<file path="src/rtl/gasa_pkg.sv">
// Shared types and constants for the glyph atlas shelf allocator.
// Used by every module of the block; depends on nothing.
`timescale 1ns / 1ps
`default_nettype none

package gasa_pkg;

	// Default sizes of the atlas.
	localparam int DEF_MIN_SIDE        = 256;
	localparam int DEF_MAX_SIDE        = 2048;
	localparam int DEF_HEIGHT_ROUNDING = 4;
	localparam int DEF_BAND_SLOTS      = 64;
	localparam int DEF_TEXTURE_SLOTS   = 8;

	// Internal value width: holds twice the largest texture side and any band height.
	localparam int VAL_W = 15;

	typedef enum logic [1:0] {
		ST_OK        = 2'd0,
		ST_BAND_FULL = 2'd1,
		ST_TEX_FULL  = 2'd2,
		ST_TOO_LARGE = 2'd3
	} status_t;

	typedef enum logic [3:0] {
		S_IDLE,
		S_ROUND,
		S_ROUND_FIN,
		S_BSCAN,
		S_TSCAN,
		S_GROW,
		S_OPEN,
		S_CUT_TOP,
		S_CUT_FREE,
		S_TAKE,
		S_FINISH
	} state_t;

endpackage

`default_nettype wire

</file>
<file path="src/rtl/gasa_sub_unit.sv">
// Shared subtract and compare unit of the allocator datapath.
// Uses gasa_pkg for nothing but house consistency of widths handed in.
`timescale 1ns / 1ps
`default_nettype none

module gasa_sub_unit
	import gasa_pkg::*;
#(
	parameter int W = VAL_W
) (
	input  wire logic [W-1:0] a,
	input  wire logic [W-1:0] b,
	output logic      [W-1:0] diff,
	output logic              ge
);

	logic [W:0] wide;

	// Borrow out of the top bit means a < b.
	assign wide = {1'b0, a} - {1'b0, b};
	assign diff = wide[W-1:0];
	assign ge   = ~wide[W];

endmodule

`default_nettype wire

</file>
<file path="src/rtl/gasa_ram.sv">
// Single write port, single registered read port memory.
// Holds the band and texture tables; depends on gasa_pkg only for style.
`timescale 1ns / 1ps
`default_nettype none

module gasa_ram
	import gasa_pkg::*;
#(
	parameter int DEPTH = DEF_BAND_SLOTS,
	parameter int AW    = 6,
	parameter int DW    = VAL_W
) (
	input  wire logic          clk,
	input  wire logic          we,
	input  wire logic [AW-1:0] waddr,
	input  wire logic [DW-1:0] wdata,
	input  wire logic [AW-1:0] raddr,
	output logic      [DW-1:0] rdata
);

	logic [DW-1:0] mem [DEPTH];

	always_ff @(posedge clk) begin
		if (we) begin
			mem[waddr] <= wdata;
		end
	end

	always_ff @(posedge clk) begin
		rdata <= mem[raddr];
	end

endmodule

`default_nettype wire

</file>
<file path="src/rtl/glyph_atlas_shelf_allocator.sv">
// Top level of the glyph atlas shelf allocator: sequencer, datapath registers,
// band and texture memories. Depends on gasa_pkg, gasa_sub_unit and gasa_ram.
//
// Channel  | Direction | Handshake             | Beat contents
// ---------+-----------+-----------------------+------------------------------------------
// command  | in        | start high, busy low  | operation, glyph_width/height, offsets
// result   | out       | done high, one cycle  | status, texture, edge, slot, echo fields
//
// Steps: a clear beat goes from acceptance straight to the finish step. An allocate
// beat rounds the band height (round, round finish), then scans the bands, newest
// first, one band memory read a cycle; a band hit then takes the slot and finishes.
// Otherwise the textures are scanned the same way, and when no texture fits the new
// side is grown by doublings and an open step runs; a new band is then cut, the slot
// taken and the beat finished. A failure finishes right after its check. The result
// strobe is registered from the finish step and is high in the cycle after it.
// The single band memory read port sets the scan rate.
// Reset clears the counts and the sequencer; the tables need no clearing pass,
// since only entries below the counts are ever read.
// The receiver cannot stall: the done strobe of each result is high for exactly one cycle.
`timescale 1ns / 1ps
`default_nettype none

module glyph_atlas_shelf_allocator
	import gasa_pkg::*;
#(
	parameter int MIN_SIDE        = DEF_MIN_SIDE,
	parameter int MAX_SIDE        = DEF_MAX_SIDE,
	parameter int HEIGHT_ROUNDING = DEF_HEIGHT_ROUNDING,
	parameter int BAND_SLOTS      = DEF_BAND_SLOTS,
	parameter int TEXTURE_SLOTS   = DEF_TEXTURE_SLOTS
) (
	input  wire logic               clk,
	input  wire logic               arst_n,
	input  wire logic               start,
	output logic                    busy,
	input  wire logic               operation,
	input  wire logic        [10:0] glyph_width,
	input  wire logic        [10:0] glyph_height,
	input  wire logic signed [15:0] draw_offset_x,
	input  wire logic signed [15:0] draw_offset_y,
	output logic                    done,
	output logic             [1:0]  status,
	output logic             [2:0]  texture_index,
	output logic             [11:0] texture_edge,
	output logic             [10:0] slot_x,
	output logic             [10:0] slot_y,
	output logic             [10:0] echo_width,
	output logic             [10:0] echo_height,
	output logic                    opened_texture,
	output logic signed      [15:0] out_offset_x,
	output logic signed      [15:0] out_offset_y
);

	localparam int BIDX_W = $clog2(BAND_SLOTS);
	localparam int BCNT_W = $clog2(BAND_SLOTS + 1);
	localparam int TIDX_W = (TEXTURE_SLOTS > 1) ? $clog2(TEXTURE_SLOTS) : 1;
	localparam int TCNT_W = $clog2(TEXTURE_SLOTS + 1);
	// Band entry: top row, rounded height, free width, texture index.
	localparam int BE_W   = 3 * VAL_W + TIDX_W;
	// Texture entry: side, free height.
	localparam int TE_W   = 2 * VAL_W;

	// Rounding by reciprocal multiplication: the rounded-up sum is below 2^RND_N,
	// so a multiplier of RND_N + 1 bits and a shift give the exact quotient.
	localparam int RND_N  = 12;
	localparam int RND_MW = RND_N + 1;
	localparam int RND_L  = $clog2(HEIGHT_ROUNDING);
	localparam int RND_S  = RND_N + RND_L;
	localparam int RND_M  = ((1 << RND_S) + HEIGHT_ROUNDING - 1) / HEIGHT_ROUNDING;

	localparam logic [VAL_W-1:0]  MIN_SIDE_V = VAL_W'(MIN_SIDE);
	localparam logic [VAL_W-1:0]  MAX_SIDE_V = VAL_W'(MAX_SIDE);
	localparam logic [VAL_W-1:0]  ROUND_V    = VAL_W'(HEIGHT_ROUNDING);
	localparam logic [RND_MW-1:0] RND_MV     = RND_MW'(RND_M);
	localparam logic [BCNT_W-1:0] BAND_LIM   = BCNT_W'(BAND_SLOTS);
	localparam logic [TCNT_W-1:0] TEX_LIM    = TCNT_W'(TEXTURE_SLOTS);

	// Sequencer and control state.
	state_t              state_q, state_d;
	logic [BCNT_W-1:0]   band_count_q;
	logic [TCNT_W-1:0]   tex_count_q;
	logic [BCNT_W-1:0]   b_cnt_q;
	logic [TCNT_W-1:0]   t_cnt_q;
	logic                bchk_v_s1;
	logic                tchk_v_s1;
	logic                done_q;

	// Item payload and working registers.
	logic                clr_q;
	logic [10:0]         gw_q, gh_q;
	logic [15:0]         ox_q, oy_q;
	logic [VAL_W-1:0]    pw_q, bh_q;
	logic [RND_N-1:0]    num_q, quo_q;
	logic [VAL_W-1:0]    side_q, tfree_q, top_q, bfree_q;
	logic [BIDX_W-1:0]   slot_q;
	logic [TIDX_W-1:0]   btex_q;
	logic [BIDX_W-1:0]   bchk_addr_s1;
	logic [TIDX_W-1:0]   tchk_addr_s1;
	status_t             status_q;
	logic                opened_q;

	// Result register.
	status_t             o_status_q;
	logic [2:0]          o_tex_q;
	logic [11:0]         o_edge_q;
	logic [10:0]         o_x_q, o_y_q, o_w_q, o_h_q;
	logic                o_open_q;
	logic [15:0]         o_ox_q, o_oy_q;

	// Shared unit and memory ports.
	logic [VAL_W-1:0]    su_a, su_b, su_diff;
	logic                su_ge;
	logic                b_we, t_we;
	logic [BIDX_W-1:0]   b_raddr;
	logic [TIDX_W-1:0]   t_raddr;
	logic [BE_W-1:0]     b_wdata, b_rdata;
	logic [TE_W-1:0]     t_wdata, t_rdata;

	logic [BCNT_W-1:0]   b_cnt_dec;
	logic [TCNT_W-1:0]   t_cnt_dec;
	logic [VAL_W-1:0]    b_rd_top, b_rd_height, b_rd_free;
	logic [TIDX_W-1:0]   b_rd_tex;
	logic [VAL_W-1:0]    t_rd_side, t_rd_free;
	logic                b_hit, t_hit, b_scan_end, t_scan_end;
	logic                band_full, grow_more, open_ok;
	logic [TIDX_W+2:0]   tex_ext;
	logic [RND_N+RND_MW-1:0] rnd_prod;
	logic [RND_N-1:0]    rnd_quo;

	gasa_sub_unit #(.W(VAL_W)) u_sub (
		.a    (su_a),
		.b    (su_b),
		.diff (su_diff),
		.ge   (su_ge)
	);

	gasa_ram #(.DEPTH(BAND_SLOTS), .AW(BIDX_W), .DW(BE_W)) u_band_ram (
		.clk   (clk),
		.we    (b_we),
		.waddr (slot_q),
		.wdata (b_wdata),
		.raddr (b_raddr),
		.rdata (b_rdata)
	);

	gasa_ram #(.DEPTH(TEXTURE_SLOTS), .AW(TIDX_W), .DW(TE_W)) u_tex_ram (
		.clk   (clk),
		.we    (t_we),
		.waddr (btex_q),
		.wdata (t_wdata),
		.raddr (t_raddr),
		.rdata (t_rdata)
	);

	// Unpack the registered read data.
	assign {b_rd_top, b_rd_height, b_rd_free, b_rd_tex} = b_rdata;
	assign {t_rd_side, t_rd_free}                       = t_rdata;

	assign b_cnt_dec = b_cnt_q - 1'b1;
	assign t_cnt_dec = t_cnt_q - 1'b1;

	// Quotient of the padded height plus rounding minus one by the rounding.
	assign rnd_prod = {{RND_MW{1'b0}}, num_q} * {{RND_N{1'b0}}, RND_MV};
	assign rnd_quo  = RND_N'(rnd_prod >> RND_S);

	// A band fits when its height matches and the shared unit finds free >= padded width.
	assign b_hit      = bchk_v_s1 && (b_rd_height == bh_q) && su_ge;
	assign b_scan_end = (b_cnt_q == '0) && !bchk_v_s1;
	// A texture fits when free height >= band height (shared unit) and side >= padded width.
	assign t_hit      = tchk_v_s1 && su_ge && (t_rd_side >= pw_q);
	assign t_scan_end = (t_cnt_q == '0) && !tchk_v_s1;

	assign band_full = band_count_q >= BAND_LIM;
	assign grow_more = ((side_q < bh_q) || (side_q < pw_q)) && (side_q <= MAX_SIDE_V);
	assign open_ok   = (side_q <= MAX_SIDE_V) && (tex_count_q < TEX_LIM);
	assign tex_ext   = {3'b000, btex_q};

	assign b_wdata = {top_q, bh_q, su_diff, btex_q};
	assign t_wdata = {side_q, su_diff};

	// Next state.
	always_comb begin
		state_d = state_q;
		case (state_q)
			S_IDLE: begin
				if (start) begin
					state_d = operation ? S_FINISH : S_ROUND;
				end
			end
			S_ROUND:     state_d = S_ROUND_FIN;
			S_ROUND_FIN: state_d = S_BSCAN;
			S_BSCAN: begin
				if (b_hit) begin
					state_d = S_TAKE;
				end else if (b_scan_end) begin
					state_d = band_full ? S_FINISH : S_TSCAN;
				end
			end
			S_TSCAN: begin
				if (t_hit) begin
					state_d = S_CUT_TOP;
				end else if (t_scan_end) begin
					state_d = S_GROW;
				end
			end
			S_GROW: begin
				if (!grow_more) begin
					state_d = S_OPEN;
				end
			end
			S_OPEN:     state_d = open_ok ? S_CUT_TOP : S_FINISH;
			S_CUT_TOP:  state_d = S_CUT_FREE;
			S_CUT_FREE: state_d = S_TAKE;
			S_TAKE:     state_d = S_FINISH;
			S_FINISH:   state_d = S_IDLE;
			default:    state_d = S_IDLE;
		endcase
	end

	// Shared unit operands, memory addresses and write enables.
	always_comb begin
		su_a    = '0;
		su_b    = '0;
		b_we    = 1'b0;
		t_we    = 1'b0;
		b_raddr = b_cnt_dec[BIDX_W-1:0];
		t_raddr = t_cnt_dec[TIDX_W-1:0];
		busy    = (state_q != S_IDLE);
		case (state_q)
			S_BSCAN: begin
				su_a = b_rd_free;
				su_b = pw_q;
			end
			S_TSCAN: begin
				su_a = t_rd_free;
				su_b = bh_q;
			end
			S_CUT_TOP: begin
				su_a = side_q;
				su_b = tfree_q;
			end
			S_CUT_FREE: begin
				su_a = tfree_q;
				su_b = bh_q;
				t_we = 1'b1;
			end
			S_TAKE: begin
				su_a    = bfree_q;
				su_b    = pw_q;
				b_we    = 1'b1;
				t_raddr = btex_q;
			end
			default: begin
				su_a = '0;
			end
		endcase
	end

	// Control registers.
	always_ff @(posedge clk or negedge arst_n) begin
		if (!arst_n) begin
			state_q      <= S_IDLE;
			band_count_q <= '0;
			tex_count_q  <= '0;
			b_cnt_q      <= '0;
			t_cnt_q      <= '0;
			bchk_v_s1    <= 1'b0;
			tchk_v_s1    <= 1'b0;
			done_q       <= 1'b0;
		end else begin
			state_q <= state_d;
			done_q  <= (state_q == S_FINISH);
			case (state_q)
				S_IDLE: begin
					// Clear drops every band and texture at once.
					if (start && operation) begin
						band_count_q <= '0;
						tex_count_q  <= '0;
					end
				end
				S_ROUND_FIN: begin
					b_cnt_q   <= band_count_q;
					bchk_v_s1 <= 1'b0;
				end
				S_BSCAN: begin
					// Issue the next older band while checking the one read last cycle.
					if (b_cnt_q != '0) begin
						b_cnt_q   <= b_cnt_dec;
						bchk_v_s1 <= 1'b1;
					end else begin
						bchk_v_s1 <= 1'b0;
					end
					if (!b_hit && b_scan_end) begin
						t_cnt_q   <= tex_count_q;
						tchk_v_s1 <= 1'b0;
					end
				end
				S_TSCAN: begin
					if (t_cnt_q != '0) begin
						t_cnt_q   <= t_cnt_dec;
						tchk_v_s1 <= 1'b1;
					end else begin
						tchk_v_s1 <= 1'b0;
					end
				end
				S_OPEN: begin
					if (open_ok) begin
						tex_count_q <= tex_count_q + 1'b1;
					end
				end
				S_CUT_FREE: begin
					band_count_q <= band_count_q + 1'b1;
				end
				default: begin
					b_cnt_q <= b_cnt_q;
				end
			endcase
		end
	end

	// Working registers.
	always_ff @(posedge clk) begin
		case (state_q)
			S_IDLE: begin
				if (start) begin
					clr_q    <= operation;
					gw_q     <= glyph_width;
					gh_q     <= glyph_height;
					ox_q     <= draw_offset_x;
					oy_q     <= draw_offset_y;
					pw_q     <= VAL_W'(glyph_width) + 1'b1;
					// Padded height plus rounding minus one.
					num_q    <= RND_N'(glyph_height) + RND_N'(HEIGHT_ROUNDING);
					status_q <= ST_OK;
					opened_q <= 1'b0;
				end
			end
			S_ROUND: begin
				quo_q <= rnd_quo;
			end
			S_ROUND_FIN: begin
				bh_q <= VAL_W'(quo_q) * ROUND_V;
			end
			S_BSCAN: begin
				if (b_cnt_q != '0) begin
					bchk_addr_s1 <= b_cnt_dec[BIDX_W-1:0];
				end
				if (b_hit) begin
					slot_q  <= bchk_addr_s1;
					top_q   <= b_rd_top;
					bfree_q <= b_rd_free;
					btex_q  <= b_rd_tex;
				end else if (b_scan_end && band_full) begin
					status_q <= ST_BAND_FULL;
				end
			end
			S_TSCAN: begin
				if (t_cnt_q != '0) begin
					tchk_addr_s1 <= t_cnt_dec[TIDX_W-1:0];
				end
				if (t_hit) begin
					btex_q  <= tchk_addr_s1;
					side_q  <= t_rd_side;
					tfree_q <= t_rd_free;
				end else if (t_scan_end) begin
					side_q <= MIN_SIDE_V;
				end
			end
			S_GROW: begin
				if (grow_more) begin
					side_q <= {side_q[VAL_W-2:0], 1'b0};
				end
			end
			S_OPEN: begin
				if (side_q > MAX_SIDE_V) begin
					status_q <= ST_TOO_LARGE;
				end else if (!open_ok) begin
					status_q <= ST_TEX_FULL;
				end else begin
					btex_q   <= tex_count_q[TIDX_W-1:0];
					tfree_q  <= side_q;
					opened_q <= 1'b1;
				end
			end
			S_CUT_TOP: begin
				// New band starts where the texture's free space begins.
				top_q   <= su_diff;
				bfree_q <= side_q;
			end
			S_CUT_FREE: begin
				slot_q <= band_count_q[BIDX_W-1:0];
			end
			S_TAKE: begin
				// Slot is handed out from the right end of the band.
				bfree_q <= su_diff;
			end
			default: begin
				clr_q <= clr_q;
			end
		endcase
	end

	// Result register, loaded in the last sequencer step.
	always_ff @(posedge clk) begin
		if (state_q == S_FINISH) begin
			if (clr_q) begin
				o_status_q <= ST_OK;
				o_tex_q    <= '0;
				o_edge_q   <= '0;
				o_x_q      <= '0;
				o_y_q      <= '0;
				o_w_q      <= '0;
				o_h_q      <= '0;
				o_open_q   <= 1'b0;
				o_ox_q     <= '0;
				o_oy_q     <= '0;
			end else begin
				o_status_q <= status_q;
				o_w_q      <= gw_q;
				o_h_q      <= gh_q;
				o_ox_q     <= ox_q;
				o_oy_q     <= oy_q;
				if (status_q == ST_OK) begin
					o_tex_q  <= tex_ext[2:0];
					o_edge_q <= t_rd_side[11:0];
					o_x_q    <= bfree_q[10:0];
					o_y_q    <= top_q[10:0];
					o_open_q <= opened_q;
				end else begin
					o_tex_q  <= '0;
					o_edge_q <= '0;
					o_x_q    <= '0;
					o_y_q    <= '0;
					o_open_q <= 1'b0;
				end
			end
		end
	end

	assign done           = done_q;
	assign status         = o_status_q;
	assign texture_index  = o_tex_q;
	assign texture_edge   = o_edge_q;
	assign slot_x         = o_x_q;
	assign slot_y         = o_y_q;
	assign echo_width     = o_w_q;
	assign echo_height    = o_h_q;
	assign opened_texture = o_open_q;
	assign out_offset_x   = o_ox_q;
	assign out_offset_y   = o_oy_q;

endmodule

`default_nettype wire

</file>
<file path="config.mk">
export PLATFORM = sky130hd
export DESIGN_NAME = glyph_atlas_shelf_allocator
export DESIGN_NICKNAME = d
export VERILOG_FILES = /design/src/rtl/gasa_pkg.sv /design/src/rtl/gasa_sub_unit.sv /design/src/rtl/gasa_ram.sv /design/src/rtl/glyph_atlas_shelf_allocator.sv
export SDC_FILE = /design/constraint.sdc
export NUM_CORES = 2
export LEC_CHECK = 0
export BUFFER_PORTS_ARGS = -buffer_cell sky130_fd_sc_hd__buf_2
export CAP_MARGIN = 10
export CORE_MARGIN = 3
export CORE_UTILIZATION = 35
export CTS_BUF_LIST = sky130_fd_sc_hd__clkbuf_16
export DETAILED_ROUTE_END_ITERATION = 7
export GPL_ROUTABILITY_DRIVEN = 1
export PLACE_DENSITY_LB_ADDON = 0.2
export SYNTH_ARGS = -nofsm -noshare
export SYNTH_HDL_FRONTEND = slang
export SYNTH_HIERARCHICAL = 1
export SYNTH_SLANG_ARGS = --single-unit
</file>
<file path="constraint.sdc">
create_clock -name clk -period 7.51 [get_ports clk]
set_input_delay 1.1265 -clock clk [delete_from_list [all_inputs] [get_ports clk]]
set_output_delay 1.1265 -clock clk [all_outputs]
set_load 0.02 [all_outputs]
</file>
# --- Word level (Yosys, flattened, before mapping) ---
# Memories as Yosys holds them, arrays and structs flattened. A register that Yosys moved wholly into a read port is not among the register bits.
# Index checks and enable logic that the tools add are counted.
# Widths: inputs -> output; s select.
totals:
  rom_bits: 0
  ramBits: 2992
  in_bits: 58
  out_inout_bits: 96
  latch_bits: 0
  ff_bits: 354
  wordCells: 199
  n_memories: 2
mem_list:
  columns: ["name", "depth", "width", "rd", "rd_ports_with_merged_regs", "write_ports", "line", "text"]
  rows:
  - ["u_band_ram.mem", 64, 43, 1, 1, 1, "gasa_ram.sv:21", "logic [DW-1:0] mem [DEPTH];"]
  - ["u_tex_ram.mem", 8, 30, 1, 1, 1, "gasa_ram.sv:21", null]
op_classes:
  reduce_logical: 53
  bitwise_logic: 2
  n_eq_ne: 27
  div: 0
  n_addsub: 7
  multipliers: 0
  order_cmp: 7
  mux: 63
  shifts: 0
op_table:
  columns: ["cell", "count"]
  rows:
  - ["$mux 15", 8]
  - ["$pmux 15 s2", 3]
  - ["$pmux 15 s3", 2]
  - ["$pmux 15 s5", 1]
  - ["$mux 4", 13]
  - ["$pmux 4 s10", 1]
  - ["$pmux 7 s2", 2]
  - ["$ne 2x2->1 const B", 13]
  - ["$reduce_and 2->1", 9]
  - ["$eq 4x3->1 const B", 4]
  - ["$pmux 4 s2", 2]
  - ["$reduce_bool 2->1", 8]
  - ["$sub 15x15->16", 1]
  - ["$eq 15x12->1", 1]
  - ["$ge 15x15->1", 1]
  - ["$gt 15x12->1 const B", 1]
  - ["$le 15x12->1 const B", 1]
  - ["$lt 15x12->1", 1]
  - ["$lt 15x15->1", 1]
  - ["$mux 3", 5]
  - ["$mux 7", 2]
  - ["$add 11x1->12 const B", 1]
  - ["$add 11x3->12 const B", 1]
  - ["$eq 4x4->1 const B", 3]
  - ["other kinds (30)", 74]

# --- Depth between registers and ports, before layout ---
logic_depth:
  depth_word: 10
  depth_mapped: 20
  depth_no_buf: 18

# --- Hierarchy ---
# Netlist, hierarchy kept.
modules_own_cells:
  columns: ["mod", "area_per_inst_um2", "instances", "cells_each", "seq_area_each_um2"]
  rows:
  - ["gasa_ram at u_band_ram", 117116.1, 1, 4969, 93209.4]
  - ["glyph_atlas_shelf_allocator", 13401.6, 1, 1017, 8893.5]
  - ["gasa_ram at u_tex_ram", 9897.0, 1, 390, 7807.5]
  - ["gasa_sub_unit", 787.0, 1, 111, 0.0]

# --- Worst setup path after synthesis ---
# Ideal clock, no wire load.
synth_timing:
  kind: "register to register"
  from: "register state_q[1]"
  to: "memory u_band_ram/mem[32][0] in the netlist's numbering, enable pin"
  path_stages_with_launch: 8
  t_arrival_ns: 5.060
  required_time_ns: 6.997
  setup_time_ns: 0.513
  n_path_buf: 3
  path_slack_ns: 1.937
  period_less_slack_ns: 5.573
  cell_sequence: "dfrtp_1 buf_2 nand2b_1 clkbuf_1 nor2_1 clkbuf_1 nand4b_1 nor3_1"
synth_via:
  elab_chain_cells: 4
synth_rtl:
  columns: ["element", "line", "text"]
  rows:
  - ["from (decl)", "glyph_atlas_shelf_allocator.sv:79", "state_t state_q, state_d;"]
  - ["from (signal assigned)", "glyph_atlas_shelf_allocator.sv:271", "state_q <= state_d;"]
  - ["$eq 4x4->1", "glyph_atlas_shelf_allocator.sv:229", "case (state_q)"]
  - ["$mux 1", "glyph_atlas_shelf_allocator.sv:229", null]
  - ["named net b_we", "glyph_atlas_shelf_allocator.sv:113", "logic b_we, t_we;"]
  - ["$mux 1", "gasa_ram.sv:24", "if (we) begin"]
  - ["$mux 1 (implied by the code)", "gasa_ram.sv:25", "mem[waddr] <= wdata;"]
  - ["to (decl)", "gasa_ram.sv:21", null]
# The timed path passes the listed nets, and every way through them passes these cells.

# --- Final worst setup path ---
layout_timing:
  from: "register state_q[1]"
  to: "register side_q[3], enable pin"
layout_via:
  elab_cells_between_ends: 18
  cone_classes: "add/sub: 1; eq/ne: 8; mux: 2; bitwise: 1; reduce/logical: 6"
layout_lines:
  columns: ["element", "line", "text"]
  rows:
  - ["$eq 4x4->1, or another cell as far along", "glyph_atlas_shelf_allocator.sv:229", null]
  - ["$pmux 15 s5 (*)", "glyph_atlas_shelf_allocator.sv:229", null]
  - ["named net su_a[1]", "glyph_atlas_shelf_allocator.sv:111", "logic [VAL_W-1:0] su_a, su_b, su_diff;"]
  - ["$sub 15x15->16 (*)", "gasa_sub_unit.sv:20", "assign wide = {1'b0, a} - {1'b0, b};"]
  - ["$not 1->1 (*)", "gasa_sub_unit.sv:22", "assign ge = ~wide[W];"]
  - ["named net su_ge", "glyph_atlas_shelf_allocator.sv:112", "logic su_ge;"]
  - ["$logic_and 1x1->1 (*) (2 in a row)", "glyph_atlas_shelf_allocator.sv:170", "assign t_hit = tchk_v_s1 && su_ge && (t_rd_side >= pw_q);"]
  - ["$ne 3x3->1 (no line) (*)", null, null]
  - ["$reduce_and 3->1 (no line) (*)", null, null]
  - ["to (signal assigned)", "glyph_atlas_shelf_allocator.sv:363", "side_q <= t_rd_side;"]
  - ["to (signal assigned)", "glyph_atlas_shelf_allocator.sv:371", "side_q <= {side_q[VAL_W-2:0], 1'b0};"]
  - ["to (decl)", "glyph_atlas_shelf_allocator.sv:94", "logic [VAL_W-1:0] side_q, tfree_q, top_q, bfree_q;"]
# Mark *: on every way through the listed nets, which the timed path passes. The rest lies on a longest branch.
# A chain may end at the register's enable or synchronous reset.

==> impl_metrics.tcl <==
set metrics [dict create \
    detailedRoute.firstPassIterationCount 8 \
    skew_ns 0.0567 \
    setup_viol 0 \
    violations "design-rule violations" \
    cp_data_arrival_time_ns 6.61 \
    clk-insertion-delay-late_ns 0.96 \
    grt_util_all_layers_pct 19.6 \
    synthesis.area_per_instance_um2 21.6 \
    area_growth_from_synthesis_to_layout_pct 15.8 \
    power.ir.vdd_worst_uv 958 \
    via_density_per_instance 5.45 \
    design.portCount 154 \
    grt_antenna_before_repair 19 \
    resized_gates_after_cts 0 \
    wl_per_cell_um 31.4 \
    path_class "flip-flop to flip-flop" \
    routabilityCongestion 0.850 \
    cts.repair_timing.setup_buffer_count 0 \
    fin_tns_setup_ns 0 \
    layout_commonest_cell "edfxtp_1" \
    dieArea_mm2 0.383 \
    filler_cell_count 32700 \
    drtIter0Drc 7171 \
    mappedNetlistArea_mm2 0.131 \
    via_count_of_the_first_global_routing_pass 67200 \
    final-seq-area_mm2 0.102 \
    final_cell_mix "edfxtp_1, mux4_2, clkbuf_16, conb_1, buf_4" \
    cts_buffers 361 \
    achievable_clock_frequency_mhz 164 \
    critical_path_peak_fanout 27 \
    timing.max_cap.violations 0 \
    path_delay_family "compound AO/OA/AOI/OAI gates" \
    initial_core_util_pct 35.2 \
    grt_setup_unrepaired "false" \
    layout-drive-gt1-share_pct 25.4 \
    setup.worst_path.start_class "flip-flop" \
    run_status "finished, violations left" \
    fp.dieW_um 619 \
    tritoncts "built" \
    multi_input_comb_area_mm2 0.0294 \
    critPathMaxStageDelay_ns 1.08 \
    globalRoute.totalOverflow 0 \
    timing.hold.worst.class "input pin to async pin" \
    grt_pass1_wl_mm 530 \
    floorplan.core_area_mm2 0.373 \
    path_clk_slew_ns 0.07 \
    synth_cells 6096 \
    p_leak_nw 49.2 \
    htreeDepth 5 \
    hpwlAfterDp_mm 214 \
    port-buffer-count 153 \
    worstPathRequired_ns 8.04 \
    via_count 66000 \
    drt_drc_violations_left 2 \
    power_density_mw_per_mm2 495 \
    die_y_um 619 \
    worst-slew-pin-transition_ns 1.33 \
    worst_hold_slack_ns 0.287 \
    std_cell_rows 224 \
    postLayoutCoreUtil_pct 40.8 \
    grt_max_degree 103 \
    clock-sinks 3427 \
    period_share_pct 81.0 \
    crit_path_end_kind "flip-flop" \
    cts_max_path_buffers 4 \
    synth.yosys.warnings 6 \
    finalPower_mw 75.4 \
    cts_hold_fix_bufs 0 \
    place_inst 11400 \
    finalNetCount 6940 \
    ant_nets 0 \
    layout.cells.non_filler 12100 \
    critical_path.slowest_cell "a2111oi_4" \
    route.final.wire_length_mm 380 \
    slew_violations 0 \
    critical_path.n_buffers_inverters 1 \
    layout_min_cycle_time_ns 6.08 \
    clk_root_buffer_cell "clkbuf_16" \
    report.final.hold_viol_count 0 \
    timing.max_slew.rel_slack_pct 11.4 \
    path_cells "nor2_1, nand2b_1, inv_2, a222oi_1, nand2_1, ha_1, nor2b_4, o211ai_1, a31oi_2, a211oi_2, o21ai_0, nand2_1, a21oi_1, nor2_1, a2111oi_4" \
]
## state kept, by name (all words and copies together), names as in the netlist, 16 cells and up
register,count
out_offset_x,16
out_offset_y,16
u_tex_ram/mem,240
u_band_ram/mem,2816
u_band_ram/rdata,44
u_tex_ram/rdata,30
oy_q,16
ox_q,16
## metrics by stage
stage	area, µm²	setup slack [ns]
2_1_floorplan	133000	2.12
3_3_place_gp	141000	1.78
3_5_place_dp	141000	1.60
4_1_cts	152000	1.57
5_1_grt	152000	1.01
6_report	152000	1.43
## power breakdown
part | total (mW) | switching [mW] | leakage, nW | internal [mW]
registers | 28.5 | 0.712 | 30.9 | 27.7
clock network | 17.4 | 7.51 | 5.91 | 9.88
logic | 29.5 | 20.7 | 12.4 | 8.79
## metal layers
layer | vias to the layer above | share of wire (%) | GRT usage (%)
li1 | 26800 | - | -
met1 | 36000 | 42 | 27.0
met2 | 2584 | 49 | 32.4
met5 | - | 0.013 | 0
met3 | 522 | 6.8 | 3.08
met4 | 8 | 2.7 | 5.16
## path summary, 6_finish.rpt
path	endpoint	from	depth (start not counted)	slack, ns
setup / recovery	side_q[3]	state_q[1]	15	1.43
hold / removal	t_cnt_q[3]	arst_n	1	0.29
setup reg to reg	side_q[3]	state_q[1]	15	1.43
hold reg to reg	bh_q[9]	quo_q[7]	0	0.42
max in group asynchronous	b_cnt_q[5]	arst_n	1	6.68
min in group clk	oy_q[13]	draw_offset_y[13]	1	0.37
## cell type report
| type | instances | share of cell area (%) |
|---|---|---|
| Tap cell | 4972 | 4.09 |
| Clock buffer | 364 | 5.98 |
| Antenna cell | 12 | 0.0197 |
| Multi-Input combinational cell | 2573 | 19.3 |
| Inverter | 73 | 0.190 |
| Timing Repair Buffer | 391 | 1.78 |
| Sequential cell | 3427 | 67.0 |
| Clock inverter | 294 | 1.57 |
(Power assumes the default switching activity.)
